$ cat src/rtl/rpi_pkg.sv
// shared types and constants for the ray / plane intersection pipeline
// no dependencies; used by rpi_div_stage and ray_plane_intersect
package rpi_pkg;

    // coordinate format
    localparam int CW      = 32;
    localparam int FB      = 16;
    localparam int THR_W   = 16;
    localparam logic [THR_W-1:0] THR_RESET = THR_W'(7);

    // internal widths
    localparam int DIFF_W  = CW + 1;          // point - origin
    localparam int PD_W    = 2 * CW;          // dir * normal
    localparam int PN_W    = DIFF_W + CW;     // diff * normal
    localparam int DEN_S   = PD_W + 2;        // signed sum of three
    localparam int NUM_S   = PN_W + 2;
    localparam int DEN_W   = DEN_S - 1;       // magnitude
    localparam int NMAG_W  = NUM_S - 1;
    localparam int REM_W   = NMAG_W + FB;     // dividend |num| << FB
    localparam int QW      = CW - 1;          // quotient bits below clamp
    localparam int CMP_W   = DEN_W + CW;      // room for den << QW
    localparam int SUM_W   = 2 * CW - FB + 1; // origin + shifted product

    localparam logic [QW-1:0] T_MAX = '1;

    // input beat
    typedef struct packed {
        logic signed [CW-1:0] ray_origin_x;
        logic signed [CW-1:0] ray_origin_y;
        logic signed [CW-1:0] ray_origin_z;
        logic signed [CW-1:0] ray_dir_x;
        logic signed [CW-1:0] ray_dir_y;
        logic signed [CW-1:0] ray_dir_z;
        logic signed [CW-1:0] plane_point_x;
        logic signed [CW-1:0] plane_point_y;
        logic signed [CW-1:0] plane_point_z;
        logic signed [CW-1:0] plane_normal_x;
        logic signed [CW-1:0] plane_normal_y;
        logic signed [CW-1:0] plane_normal_z;
    } t_ray_in;

    // result beat
    typedef struct packed {
        logic                 hit;
        logic signed [CW-1:0] hit_x;
        logic signed [CW-1:0] hit_y;
        logic signed [CW-1:0] hit_z;
        logic                 saturated;
    } t_hit_out;

    // one item inside the divider pipeline
    typedef struct packed {
        logic               vld;
        logic               hit;
        logic               ovf;
        logic [DEN_W-1:0]   den;
        logic [REM_W-1:0]   rem;
        logic [QW-1:0]      quo;
        logic [3*CW-1:0]    org;
        logic [3*CW-1:0]    dir;
    } t_div_beat;

endpackage

$ cat src/rtl/rpi_div_stage.sv
// one restoring-division step of the t = num / denom pipeline, registered
// depends on rpi_pkg
module rpi_div_stage #(
    parameter int BIT = 0
) (
    input  logic               i_clk,
    input  logic               i_rst_n,
    input  logic               i_en,
    input  rpi_pkg::t_div_beat i_beat,
    output rpi_pkg::t_div_beat o_beat
);

    logic [rpi_pkg::CMP_W-1:0] den_sh;
    logic [rpi_pkg::CMP_W-1:0] rem_ext;
    logic [rpi_pkg::CMP_W-1:0] rem_sub;
    logic                      take;
    rpi_pkg::t_div_beat        n_beat;
    rpi_pkg::t_div_beat        r_beat;

    // compare remainder with shifted divisor, subtract when it fits
    always_comb begin
        den_sh  = rpi_pkg::CMP_W'(i_beat.den) << BIT;
        rem_ext = rpi_pkg::CMP_W'(i_beat.rem);
        rem_sub = rem_ext - den_sh;
        take    = (rem_ext >= den_sh);
        n_beat  = i_beat;
        if (take) begin
            n_beat.rem      = rem_sub[rpi_pkg::REM_W-1:0];
            n_beat.quo[BIT] = 1'b1;
        end
    end

    // stage register
    always_ff @(posedge i_clk) begin
        if (!i_rst_n) begin
            r_beat <= '0;
        end else if (i_en) begin
            r_beat <= n_beat;
        end
    end

    assign o_beat = r_beat;

endmodule

$ cat config.mk
export PLATFORM = sky130hd
export DESIGN_NAME = rpi_div_stage
export DESIGN_NICKNAME = d
export VERILOG_FILES = /design/src/rtl/rpi_pkg.sv /design/src/rtl/rpi_div_stage.sv
export SDC_FILE = /design/constraint.sdc
export NUM_CORES = 1
export LEC_CHECK = 0
export BUFFER_PORTS_ARGS = -buffer_cell sky130_fd_sc_hd__buf_4
export CELL_PAD_IN_SITES_DETAIL_PLACEMENT = 1
export CELL_PAD_IN_SITES_GLOBAL_PLACEMENT = 1
export CORE_AREA = 2 2 290 292
export CTS_CLUSTER_SIZE = 12
export DETAILED_ROUTE_END_ITERATION = 12
export DIE_AREA = 0 0 292 294
export GPL_ROUTABILITY_DRIVEN = 1
export PLACE_DENSITY = 0.6
export SKIP_CTS_REPAIR_TIMING = 1
export SLEW_MARGIN = 20
export SYNTH_ARGS = -nofsm -noshare
export SYNTH_HDL_FRONTEND = slang
export SYNTH_SLANG_ARGS = --single-unit
$ cat constraint.sdc
create_clock -name i_clk -period 10.1 [get_ports i_clk]
set_input_delay 3.03 -clock i_clk [delete_from_list [all_inputs] [get_ports i_clk]]
set_output_delay 3.03 -clock i_clk [all_outputs]
set_load 0.02 [all_outputs]
; ---- Word-level counts from Yosys, hierarchy flattened
; Cells that the tools add are included.
[totals]
wordCells = 12
out_inout_bits = 373
input_bits = 376
register_bits = 373
[op_classes]
n_mux = 2
order_cmp = 1
addsub = 1
[ops]
columns = operator, count
row1 = $ge A82 B65 Y1, 1
row2 = $mux W82, 1
row3 = $sub A82 B65 Y82, 1
row4 = $mux W1, 1

; ---- Depth between registers and ports, before layout
; Gate-level depths: netlist of the first run.
[depth]
word_depth = 2
depth_mapped = 15
mapped_depth_nobuf = 13

; ---- Least setup slack after synthesis of the first run
; Ideal clock, no wire load.
[synth_path]
path_kind = input -> register
startpoint = in i_beat[342] in the netlist's numbering
endpoint = reg r_beat (netlist bit o_beat[302])
arrival_time_ps = 5949
setup_slack_ps = 4077
n_path_buf = 2
required_time_ps = 10026
stages = 13
setup_time_ps = 74
cell_sequence = inv_1 -> ha_1 -> buf_6 -> nand4_4 -> or3_4 -> or4b_4 -> a31oi_4 -> o21ai_2 -> and4_1 -> buf_6 -> or4b_1 -> or3_1 -> a31oi_1
[synth_via]
elab_chain_len = 2
word_cells_on_any_way = 3
classes_between = add/sub (1) / order compare (1) / mux (1)
[synth_rtl]
columns = item, line
row1 = "start, declared", rpi_div_stage.sv:9  ; input rpi_pkg::t_div_beat i_beat,
row2 = $sub A82 B65 Y82 or $ge A82 B65 Y1 (tied branches), "rpi_div_stage.sv:24, rpi_div_stage.sv:25"
row3 = $mux W82 (*), rpi_div_stage.sv:27  ; if (take) begin
row4 = "end signal, assigned", rpi_div_stage.sv:38  ; r_beat <= n_beat;
row5 = "end, declared", rpi_div_stage.sv:18  ; rpi_pkg::t_div_beat r_beat;
; Mark *: on every way between the ends. The rest lies on a longest branch, timed or not.
; A chain may end at the register's enable or synchronous reset.

; ---- Worst setup path in the final report of the first run
[layout_path]
startpoint = in i_beat[343] in the netlist's numbering
endpoint = reg r_beat (netlist bit o_beat[288])
; The elaborated chain is that of the path after synthesis.

==> results.ini, run 1 <==
[status]
outcome=finished clean

[worst_setup_path]
worstPathArrival_ns=7.12
critical_path.max_fanout=38
start_kind=input pin
crit_required_ns=10.59
rrSetupSlack_ns=9.23
end_kind=register
critical_path_class=in2reg

[routing]
avgViaCountPerCell=4.58
antenna_left=0
vias=17929
drtIter0Drc=939
routed_wl_mm=86.7
firstDrtPassIters=5
wl_per_cell_um=22.2
route.detailed.drc=0

[timing]
fmax_mhz=151
maxSlewHeadroom_pct=29.3
worst_slew_pin_slew_ns=1.06
layout_min_cycle_time_ns=6.63
skew_ns=0
totalNegativeSetupSlack_ns=0
setup-violations-final=0
rsz0062_at_grt=false
fin_crit_sh_pct=65.6
slew_violations=0
fin_hold_ws_ns=0.479
hold_viol=0

[clock_tree]
clock_latency_ns=0.60
cts_htree_levels=2
cts_buffer_depth=3
cts_tree=yes
clk_pin_slew_ns=0.06
cts-root-buf=clkbuf_16
numCtsBuffers=48
cts_sinks=373

[place]
dp_hpwl_mm=67.7
gp_congestion=0.820
io_buffers=748

[synth]
synthTopCellsByCount=nor2_1, dfxtp_1, mux2i_1, nand2_1, o21ai_0
yosysMostFrequentCell=nor2_1
yosys-top-cells-area=dfxtp_1, mux2i_1, nor2_1
synth_cell_type_count=67
synth.top_cell.area_share_pct=41.0
ys_warn_count=0
synthCells=2126
synth_edf_count=0
synthArstFlopShare_pct=0
syn_area_um2=18200
ys_ff_latch=373
yosysTopAreaCell=dfxtp_1
ys_seq_area_share_pct=41.0
ys.flop_type=dfxtp_1
avgSynthCellArea_um2=8.56
syn-num-nets=2568

[global_route]
grt_max_degree=179
grt_use_met1_pct=24.5
grt_util_all_layers_pct=19.2
grtUsageMet3_pct=6.06
grt_remaining_overflow=0
grt_pass1_vias=18071
antenna_found_initial=7
grt_pass1_wl_mm=124
grt_busiest_layer=met2
grt_util_met2_pct=30.9

[power_and_ir_drop]
p_total_uw=4490
p_seq_share_pct=36.3
power.density_nw_per_um2=170
power.leakage_uw=0.0126
switching_share_pct=30.7
pwr-share-comb_pct=22.7
switchingPower_uw=1380
vdd.ir_drop.worst_mv=0.0999
power_frac_clock_pct=41.1
intPower_uw=3110

[die]
die_h_um=294
die-area_um2=85800
die_w_um=292
pin_count=749
start_util_pct=22.0
coreArea_um2=82900
rows=106

[cells_and_area]
largest_register_ffs=373
drive_above_1_share_pct=30.1
multi_input_comb_area_um2=9820
seqCellArea_um2=7470
post-route-util_pct=31.9
nets=3236
syn2layout_area_growth_pct=45.3
fill_cells=9800

[hold_path]
hp-class=reg2reg

[flow_run]
cap_violations=0

-- power by group through the flow --
| stage | combinational (µW) | sequential [µW] | clock, µW |
|---|---|---|---|
| 4_1_cts | 1030 | 1630 | 1900 |
| 6_report | 1020 | 1630 | 1850 |
| 3_3_place_gp | 1020 | 1660 | 0 |
| 2_1_floorplan | 432 | 1770 | 0 |
| 5_1_grt | 1100 | 1640 | 1960 |
| 3_5_place_dp | 1020 | 1660 | 0 |
-- critical path, stage by stage --
cell,delay [ns]
buf_4,0.08
inv_1,0.06
ha_1,0.50
nand4_4,0.26
or3_4,0.50
or4b_4,0.59
a31oi_4,0.24
o21ai_2,0.14
nand4_1,0.58
buf_4,0.56
nand2_1,0.12
xor2_1,0.17
a211oi_1,0.21
-- area by class of cell --
| cell class | count | share of cell area (%) |
|---|---|---|
| inverters | 91 | 1.32 |
| clock buffers | 63 | 5.18 |
| clock inverters | 22 | 1.18 |
| flip-flops and latches | 373 | 28.3 |
| well taps | 1080 | 5.11 |
| repair buffers | 758 | 21.8 |
| multi-input cells | 1522 | 37.2 |
| diodes | 3 | 0.0284 |
-- stage by stage --
step	std cells	instance area (µm²)	worst slack [ns]
floorplan	2126	18200	4.08
global placement	3823	24700	2.82
detailed placement	3823	24700	2.74
CTS	3908	26400	3.39
global route	3911	26400	3.07
finish	3912	26400	3.47
-- worst paths after layout --
path | startpoint | to | cells after the start
min | o_beat[276] | o_beat[276] | 2
max | i_beat[343] | o_beat[288] | 13
min reg2reg | o_beat[276] | o_beat[276] | 2
max reg2reg | o_beat[287] | o_beat[287] | 3
-- layout by cell type, fill, tap and decap left out, types with 9 or more instances in the layout --
master     netlist  final
buf_4            3    753
nor2_1         377    377
dfxtp_1        373    373
mux2i_1        294    294
nand2_1        173    173
o21ai_0        111    111
a21oi_1        108    108
inv_1           90     90
ha_1            65     65
clkbuf_16        0     49
a31oi_1         46     46
xnor2_1         38     38
nand4_1         36     36
xor2_1          30     30
nand3_1         27     27
a311oi_1        23     23
nor3_1          17     17
o21bai_1        17     17
a21o_1          15     15
a211oi_1        14     14
or3_1           13     13
o21a_1          13     13
o211ai_1        10     10
clkinv_2         0     10
and2_1           9      9
nand2b_1         9      9
nor4_1           9      9
clkbuf_8         0      9
-- cell families after synthesis --
logic type	count (synthesis)	synth area share, %
flops	373	41.0
mux	294	16.2
simple gates	698	16.4
compound gates	396	13.5
fa+ha+maj	66	4.58
buf+inv	231	5.00
xor+xnor	68	3.27
-- metal layers --
metal  vias up  wire length, µm  share of wire (%)
met2       491            39600                 46
met1      8639            38400                 44
met4         8             2110                2.4
li1       8692                -                  -
met3        99             6570                7.6
met5         -               46              0.053
No activity file was read; power rests on OpenSTA's default activity.
==> inputs of run 2 (changes only) <==
- clock period: 10.1 -> 6.6 ns (I/O delays scaled with it)
==> results.ini, run 2 (same netlist as run 1, synthesis figures left out) <==
[status]
outcome=finished clean

[timing]
worst_slew_pin_slew_ns=0.979  ; -0.0819 ns
layout_min_cycle_time_ns=5.16
fin_hold_ws_ns=0.477  ; -0.00276 ns
fmax_mhz=194
totalNegativeSetupSlack_ns=0  ; unchanged
hold_viol=0  ; unchanged
rsz0062_at_grt=false
setup-violations-final=0  ; unchanged
skew_ns=0  ; unchanged
slew_violations=0  ; unchanged
maxSlewHeadroom_pct=34.7  ; +5.5 points
fin_crit_sh_pct=78.2

[routing]
vias=17969  ; +0.22%
wl_per_cell_um=22.1  ; -0.11%
drtIter0Drc=889  ; -5.3%
firstDrtPassIters=5  ; unchanged
routed_wl_mm=86.8  ; +0.12%
avgViaCountPerCell=4.58  ; about the same
antenna_left=0  ; unchanged
route.detailed.drc=0  ; unchanged

[power_and_ir_drop]
vdd.ir_drop.worst_mv=0.165  ; +65%
power.density_nw_per_um2=257  ; +51%
power.leakage_uw=0.0126  ; -0.15%

[worst_setup_path]
critPathTopFamily=simple AND/OR/NAND/NOR gates
crit_required_ns=7.03  ; -3.56 ns
path_buf_inv=3  ; unchanged
start_kind=input pin
slowest_delay_ns=0.67  ; +0.08 ns
rr_worst_depth=3  ; unchanged
critical_path.max_fanout=9  ; -76%
crit_slowest_cell=nor4_1
crit_chain=buf_4, ha_1, nand4_1, or3_1, nor4_1, inv_1, o211ai_1, buf_4, a21oi_1, o31a_1, o311ai_0, xor2_1, a21oi_1
path_depth=13  ; unchanged
end_kind=register
critical_path_class=in2reg
worstPathArrival_ns=5.59  ; -1.53 ns

[die]
die_h_um=294  ; unchanged
die-area_um2=85800  ; unchanged
start_util_pct=22.0  ; unchanged
coreArea_um2=82900  ; unchanged
die_w_um=292  ; unchanged
rows=106  ; unchanged
pin_count=749  ; unchanged

[clock_tree]
cts-root-buf=clkbuf_16
cts_buffer_depth=3  ; unchanged
cts_sinks=373  ; unchanged
numCtsBuffers=48  ; unchanged
clock_latency_ns=0.57  ; -0.03 ns
cts_htree_levels=2  ; unchanged
clk_pin_slew_ns=0.07  ; about the same
cts_tree=yes

[global_route]
grt_remaining_overflow=0  ; unchanged
grt_pass1_wl_mm=124  ; +0.16%
antenna_found_initial=11  ; +4
grt_pass1_vias=18016  ; -0.30%
grt_max_degree=126  ; -30%
grt_util_all_layers_pct=19.2  ; about the same

[flow_run]
cap_violations=0  ; unchanged

[place]
gp_congestion=0.815  ; -0.60%
dp_hpwl_mm=68.7  ; +1.4%
io_buffers=748  ; unchanged

[cells_and_area]
nets=3245  ; +0.28%
drive_above_1_share_pct=30.2  ; +0.045 points
largest_register_ffs=373  ; unchanged
syn2layout_area_growth_pct=45.0
fill_cells=9816  ; +0.16%
final_common_cell=buf_4
final_cell_mix=buf_4, nor2_1, dfxtp_1, mux2i_1, nand2_1

[hold_path]
holdPathStages=2  ; unchanged
hp-class=reg2reg

-- run 2: final timing paths --
kind | slack, ns | to | startpoint
min reg2reg | 0.48 | o_beat[276] | o_beat[276]
max | 1.44 | o_beat[303] | i_beat[254]
min | 0.48 | o_beat[276] | o_beat[276]
max reg2reg | 5.74 | o_beat[287] | o_beat[287]
-- run 2: worst reg2reg max path: stages, from the launching register on --
cell     delay, ns
dfxtp_1       0.32
a32o_1        0.20
a31oi_1       0.14
nor2_1        0.06
-- run 2: report_power, final --
part | switching [µW] | internal, µW | leakage, µW
logic | 904 | 659 | 0.00872
clock network | 1100 | 1630 | 0.000782
registers | 85.0 | 2410 | 0.00309
total | 2090 | 4700 | 0.0126
-- run 2: metrics by stage --
step | power (µW) | std cells | area (µm²) | setup slack (ns) | util, %
after global routing | 7110 | 3919 | 26400 | 1.29 | 31.8
after CTS | 6900 | 3918 | 26400 | 1.62 | 31.8
after global placement | 4100 | 3833 | 24800 | 1.01 | 29.9
final | 6790 | 3921 | 26400 | 1.44 | 31.8
after detailed placement | 4110 | 3833 | 24800 | 0.981 | 29.9
after floorplan | 3380 | 2126 | 18200 | 1.63 | -
-- run 2: final cells by class --
cell class              instances  area [µm²]  share of cell area (%)
diodes                          3        7.51                  0.0284
clock buffers                  67        1360                    5.16
clock inverters                18         241                   0.915
inverters                      91         349                    1.32
multi-input cells            1522        9820                    37.2
flip-flops and latches        373        7470                    28.3
well taps                    1080        1350                    5.12
repair buffers                767        5790                    21.9
-- run 2: per-layer routing --
| layer | global-route usage, % | share of wire, % |
|---|---|---|
| met2 | 31.1 | 46 |
| met4 | 5.20 | 2.4 |
| met5 | 0 | 0.090 |
| met3 | 5.78 | 7.4 |
| met1 | 24.6 | 44 |
==> inputs of run 3 (changes only) <==
- clock period: 6.6 -> 5.2 ns (I/O delays scaled with it)
==> results.ini, run 3 (same netlist as run 1, synthesis figures left out) <==
[clock_tree]
cts_htree_levels=2  ; unchanged
cts-root-buf=clkbuf_16
clk_pin_slew_ns=0.06  ; about the same
cts_tree=yes
cts_sinks=373  ; unchanged
clock_latency_ns=0.59  ; +0.02 ns
cts_buffer_depth=3  ; unchanged
numCtsBuffers=47  ; -2.1%

[place]
io_buffers=748  ; unchanged
gp_congestion=0.834  ; +2.3%
dp_hpwl_mm=69.3  ; +0.98%

[cells_and_area]
final_common_cell=buf_4
syn2layout_area_growth_pct=47.1
drive_above_1_share_pct=31.2  ; +1.0 points
nets=3286  ; +1.3%
final_cell_mix=buf_4, nor2_1, dfxtp_1, mux2i_1, nand2_1
largest_register_ffs=373  ; unchanged

[worst_setup_path]
end_kind=register
rr_worst_depth=3  ; unchanged
slowest_delay_ns=0.51  ; -0.16 ns
rr_endpoint=o_beat[287]
crit_path_frequent_cell=buf_4
crit_chain=buf_4, ha_1, o211ai_1, a21oi_1, or3b_2, a211oi_1, buf_4, o211ai_1, buf_4, a21oi_1, o21bai_1, buf_4, a31oi_1, xnor2_1, a21oi_1
crit_slowest_cell=or3b_2
crit_required_ns=5.65  ; -1.38 ns
endpoint=o_beat[299]
start_kind=input pin
rrSetupSlack_ns=4.37  ; -1.37 ns
worstReg2RegStart=o_beat[287]
critical_path.max_fanout=5  ; -4
startpoint=i_beat[226]
critical_path_class=in2reg
worstPathArrival_ns=4.95  ; -0.64 ns

[die]
pin_count=749  ; unchanged
start_util_pct=22.0  ; unchanged
die_h_um=294  ; unchanged
die-area_um2=85800  ; unchanged
coreArea_um2=82900  ; unchanged
rows=106  ; unchanged
die_w_um=292  ; unchanged

[power_and_ir_drop]
p_total_uw=8620  ; +27%
power.density_nw_per_um2=322  ; +25%
power.leakage_uw=0.0128  ; +1.7%
vdd.ir_drop.worst_mv=0.180  ; +8.8%

[global_route]
antenna_found_initial=10  ; -1
grt_util_all_layers_pct=19.4  ; +0.18 points
grt_pass1_vias=18239  ; +1.2%
grt_pass1_wl_mm=125  ; +0.64%
grt_remaining_overflow=0  ; unchanged
grt_max_degree=118  ; -6.3%

[timing]
hold_viol=0  ; unchanged
rsz0062_at_grt=false
slew_violations=0  ; unchanged
skew_ns=0  ; unchanged
fin_crit_sh_pct=86.7
maxSlewHeadroom_pct=47.6  ; +13 points
fmax_mhz=222
layout_min_cycle_time_ns=4.51
totalNegativeSetupSlack_ns=0  ; unchanged
setup-violations-final=0  ; unchanged
worst_slew_pin_slew_ns=0.786  ; -0.193 ns

[routing]
drtIter0Drc=855  ; -3.8%
routed_wl_mm=87.3  ; +0.55%
wl_per_cell_um=22.0  ; -0.57%
route.detailed.drc=0  ; unchanged
vias=18074  ; +0.58%
antenna_left=0  ; unchanged
firstDrtPassIters=5  ; unchanged
avgViaCountPerCell=4.56  ; -0.53%

[status]
outcome=finished clean

[hold_path]
hp-class=reg2reg
holdPathStages=2  ; unchanged

[flow_run]
cap_violations=0  ; unchanged

-- run 3: metal layers --
layer  routed length, µm  vias up  track usage [%]
li1                    -     8812                -
met1               37900     8613             24.5
met2               40300      538             31.6
met3                6860      101             6.13
met4                2120       10             5.34
met5                  61        -                0
-- run 3: where the power goes --
group | internal (µW) | leakage [µW] | switching, µW | total [µW]
sequential | 3060 | 0.00309 | 106 | 3160
clock | 2000 | 0.000773 | 1430 | 3430
combinational | 867 | 0.00895 | 1160 | 2030
-- run 3: final cells by class --
class                   count  area, µm²
multi-input cells        1522       9820
fillers                  9846      56100
well taps                1080       1350
flip-flops and latches    373       7470
inverters                  91        349
clock buffers              69       1380
repair buffers            809       6170
clock inverters            17        218
diodes                      4       10.0
-- run 3: worst max-delay path, delay by kind of cell --
| family | cells | cell delay (ns) |
|---|---|---|
| simple gates | 1 | 0.51 |
| buf+inv | 4 | 0.67 |
| fa+ha+maj | 1 | 0.38 |
| compound gates | 8 | 1.65 |
| xor+xnor | 1 | 0.18 |
-- run 3: worst min path at each step --
stage | start | endpoint | slack (ns)
after floorplan | o_beat[304] | o_beat[304] | 0.53
after detailed placement | o_beat[276] | o_beat[276] | 0.46
final | o_beat[276] | o_beat[276] | 0.47
after CTS | o_beat[276] | o_beat[276] | 0.48
after global routing | o_beat[242] | o_beat[242] | 0.51
after global placement | o_beat[276] | o_beat[276] | 0.44
-- run 3: stage by stage --
stage               hold slack, ns  utilization [%]  instance area [µm²]  worst slack [ns]  instances
floorplan                    0.535                -                18200             0.647       2126
global placement             0.444             30.3                25200             0.225       3875
detailed placement           0.459             30.3                25200             0.198       3875
CTS                          0.480             32.3                26800             0.819       3961
global route                 0.508             32.3                26800             0.555       3964
finish                       0.473             32.3                26800             0.692       3965
